File: src/design/lvn_ram.sv
`default_nettype none
module lvn_ram #(
    parameter int WIDTH = 16,
    parameter int DEPTH = 256
) (
    input  wire logic                     i_clk,
    input  wire logic                     i_we,
    input  wire logic [$clog2(DEPTH)-1:0] i_waddr,
    input  wire logic [WIDTH-1:0]         i_wdata,
    input  wire logic                     i_re,
    input  wire logic [$clog2(DEPTH)-1:0] i_raddr_a,
    input  wire logic [$clog2(DEPTH)-1:0] i_raddr_b,
    output logic      [WIDTH-1:0]         o_rdata_a,
    output logic      [WIDTH-1:0]         o_rdata_b
);
    logic [WIDTH-1:0] r_mem [DEPTH];

    always_ff @(posedge i_clk) begin
        if (i_we) begin
            r_mem[i_waddr] <= i_wdata;
        end
        if (i_re) begin
            o_rdata_a <= r_mem[i_raddr_a];
            o_rdata_b <= r_mem[i_raddr_b];
        end
    end
endmodule
`default_nettype wire

File: config.mk
export PLATFORM = sky130hd
export DESIGN_NAME = lvn_ram
export DESIGN_NICKNAME = d
export VERILOG_FILES = /design/src/design/lvn_ram.sv
export SDC_FILE = /design/constraint.sdc
export NUM_CORES = 2
export LEC_CHECK = 0
export BUFFER_PORTS_ARGS = -buffer_cell sky130_fd_sc_hd__buf_2
export CORE_MARGIN = 3
export CORE_UTILIZATION = 30
export DETAILED_ROUTE_END_ITERATION = 7
export GPL_TIMING_DRIVEN = 0
export PLACE_DENSITY_LB_ADDON = 0.12
export SLEW_MARGIN = 20
export SYNTH_ARGS = -nofsm -noshare
export SYNTH_HDL_FRONTEND = slang
export SYNTH_SLANG_ARGS = --single-unit
File: constraint.sdc
create_clock -name i_clk -period 3.3 [get_ports i_clk]
set_input_delay 0.495 -clock i_clk [delete_from_list [all_inputs] [get_ports i_clk]]
set_output_delay 0.495 -clock i_clk [all_outputs]
set_load 0.01 [all_outputs]
* Word-level counts from Yosys, hierarchy flattened
Memory sizes are Yosys's and may differ from the RTL's. A register that Yosys moved wholly into a read port is not among the register bits.
Index checks and enable logic that the tools add are counted.
** Cells by class
- Muxes and demuxes :: 2
** Operator list (count)
- $mux W1 :: 2
** Word-level totals
- Register bits :: 0
- Logic and storage cells :: 3
- Memory bits (writable) :: 4096
- Memories kept :: 1
** Memories
- r_mem :: words 256, width 16, rd ports 2, clocked after Yosys merged registers in 2, wr ports 1, RTL line 16 : logic [WIDTH-1:0] r_mem [DEPTH];

* Longest topological paths before layout
- Depth in word-level cells :: 2
- Mapped depth :: 13

* Worst setup path before layout
Ideal clock, no wire load.
- Kind :: input-to-reg
- Start point :: in i_raddr_b[0]
- End point :: reg o_rdata_b[10], read port of r_mem (data pin)
- Setup time :: 267 ps
- Required time :: 3033 ps
- Path buffers :: 2
- Cell stages on the path :: 8
- Arrival time :: 2633 ps
- Slack :: 400 ps
- Cell sequence :: buf_4 > buf_1 > mux4_2 > mux4_2 > a22oi_1 > nand2_1 > o31ai_1 > nor3_1
** RTL lines
- from (decl) :: RTL line 12 : input wire logic [$clog2(DEPTH)-1:0] i_raddr_b,
- to (decl) :: RTL line 14 : output logic [WIDTH-1:0] o_rdata_b

==> flow_metrics.tcl <==
set metrics [dict create \
    grt_setup_unrepaired "yes" \
    antenna_left 0 \
    synth_most_common_cell "edfxtp_1" \
    worstSetupPathType "in2reg" \
    finalSetupViolations 98 \
    synth.distinct_cells 58 \
    synth_seq_cells 4128 \
    async_flop_share_pct 0 \
    hold_class "in2reg" \
    cp-end-kind "flip-flop" \
    hpwlAfterDp_mm 799 \
    fin_crit_sh_pct 112 \
    ys_seq_area_share_pct 64.6 \
    synth-main-ff-cell "edfxtp_1" \
    avgRoutedWirePerCell_um 53.0 \
    cts-root-buf "clkbuf_16" \
    grt_overflow_total 0 \
    synth_area_per_cell_um2 18.9 \
    core_area_um2 637000 \
    clkTransAtPathRegs_ns 0.06 \
    drv_slew 0 \
    min_path_cells 1 \
    layout_setup_ws_ns -0.381 \
    path_max_fanout 10 \
    synth_top_area_share_pct 64.6 \
    cts.path.max_buffers 4 \
    route.detailed.drc 41 \
    power_density_nw_per_um2 541 \
    status "complete, but fails checks" \
    arrival_ns 4.62 \
    clock_latency_ns 1.13 \
    gr-max-usage-layer "met2" \
    required_ns 4.24 \
    fin_worst_skew_ns 0.0881 \
    synth_edf_count 4128 \
    grt_use_met1_pct 40.3 \
    grtUsageTotal_pct 31.9 \
    row_count 293 \
    placed_area_um2 213000 \
    port-buffer-count 61 \
    syn_to_final_growth_pct 22.2 \
    r2r_cells 6 \
    grt_pass1_vias 123066 \
    design_area_um2 235000 \
    grtUsageMet3_pct 8.94 \
    fmax_mhz 272 \
    initial_core_util_pct 30.1 \
    period_minus_slack_ns 3.68 \
    htree_levels 5 \
    critPathLaunchType "input port" \
    grtUsageMet2_pct 48.3 \
    synth.area.top_cells "edfxtp_1, mux4_2, mux2i_1" \
    die_area_um2 649000 \
    grt_max_degree 111 \
    synthTopCellsByCount "edfxtp_1, mux4_2, mux2i_1, o221ai_1, clkbuf_1" \
    die_h_um 806 \
    cts_buffers 482 \
    syn_nets 10178 \
    yosysTopAreaCell "edfxtp_1" \
    drt_first_pass_iters 8 \
    ios 75 \
    leakagePower_nw 74.3 \
    drt_wl_total_mm 1060 \
    num-fill-cells 58600 \
    drv_cap 0 \
    utilization_pct 36.8 \
    grt_pass1_wl_mm 1340 \
    layout-drive-gt1-share_pct 37.2 \
    tightest_slew_ns 1.32 \
    nets 11193 \
    violations "design-rule violations, negative setup slack" \
    hold_viol 0 \
    synthesis.area_um2 192000 \
    vdd_drop_max_v 0.000481 \
    total_power_mw 127 \
    die_w_um 806 \
    via_per_inst 6.35 \
    vias 127420 \
    synthCells 10135 \
    place_congestion 1.02 \
    antenna_found_initial 132 \
    yosysWarnings 0 \
    drtIter0Drc 21413 \
    holdWs_ns 0.206 \
    cts_tree "yes" \
    cts_sinks 4128 \
    relSlewSlack_pct 11.6 \
]
cells in the final DEF, fill, tap and decap left out, types with 34 or more instances in the layout:
cell       count
a22o_1        55
nand3_1       79
nor2_4       247
clkinv_1     133
nor2_1        70
nor3_2        34
nor3_1       123
buf_12       205
buf_4        232
bufinv_16     50
o22ai_2       39
nor2_2        38
clkbuf_16    489
buf_2        150
clkinv_2      88
a21oi_1      183
mux4_2      1688
mux2i_1     1019
clkbuf_2     175
clkbuf_1     192
o22ai_1      232
buf_6        151
buf_8         79
clkbuf_4      79
diode_2       84
o221ai_2      49
edfxtp_1    4128
buf_16       148
nand2_1      243
a22oi_1       87
o221ai_1     369
o211ai_1      59
state kept, by name, summed over array words and instances (netlist names):
name,cells
r_mem,4096
o_rdata_a,16
o_rdata_b,16
stage by stage:
| step | TNS, ns | cells | worst slack [ns] |
|---|---|---|---|
| 6_report | -11.68 | 20053 | -0.381 |
| 5_1_grt | -0.115 | 20010 | -0.0779 |
| 4_1_cts | -0.0402 | 19909 | -0.0402 |
| 3_5_place_dp | -830.14 | 18978 | -4.07 |
| 3_3_place_gp | - | 18603 | -6.42 |
| 2_1_floorplan | 0 | 10135 | 0.400 |
critical path, cell delays in order:
cell and delay [ns]:
buf_2 0.30, clkbuf_4 0.42, or3_1 0.59, clkbuf_2 0.37
clkbuf_2 0.39, o211ai_1 1.10, nor3_1 0.17, nor2_2 0.31
and3_2 0.39
cell families (layout without fill, tap and decap cells):
logic type,Yosys count,after routing,synth area share [%]
compound gates,1414,1414,5.39
flops,4128,4128,64.6
simple gates,1028,1028,2.42
other cells,0,84,0
buf+inv,856,2283,2.46
mux,2709,2709,25.1
cell type report:
class | instances | area (um2) | area share (%)
sequential | 4128 | 124000 | 52.8
multi-input combinational | 5151 | 68100 | 29.0
clock buffer | 578 | 12400 | 5.30
tap | 8407 | 10500 | 4.48
timing repair buffer | 538 | 8860 | 3.78
buffer | 843 | 7290 | 3.11
clock inverter | 318 | 3200 | 1.36
antenna | 84 | 210 | 0.0896
inverter | 6 | 30.0 | 0.0128
power by group:
group          switching, mW  internal, mW  total [mW]
Combinational           10.2          4.38        14.6
Sequential             0.105          57.9        58.0
Clock                   23.6          30.7        54.4
Total                   34.0          93.0         127
metal layers:
metal / wire length, um / share of wire (%)
met4: 86200 / 8.1
met2: 468000 / 44
met1: 398000 / 37
met3: 110000 / 10
met5: 569 / 0.053
worst paths after layout:
| kind | from | to | slack [ns] |
|---|---|---|---|
| hold / removal | i_re | o_rdata_a[13] | 0.21 |
| setup reg to reg | r_mem[48][2] | o_rdata_b[2] | -0.09 |
| hold reg to reg | r_mem[40][6] | o_rdata_a[6] | 1.19 |
| setup / recovery | i_raddr_a[5] | o_rdata_a[11] | -0.38 |
timing repair:
action                                 in CTS  in global routing
pin swaps                                  66                 39
gates resized for setup                  1033                191
endpoints found under the hold margin     785                  0
hold buffers                               16                  0
setup buffers                              21                 62
setup endpoints to repair                  32                 30
gates cloned                                0                  2
No activity file was read; power rests on OpenSTA's default activity.
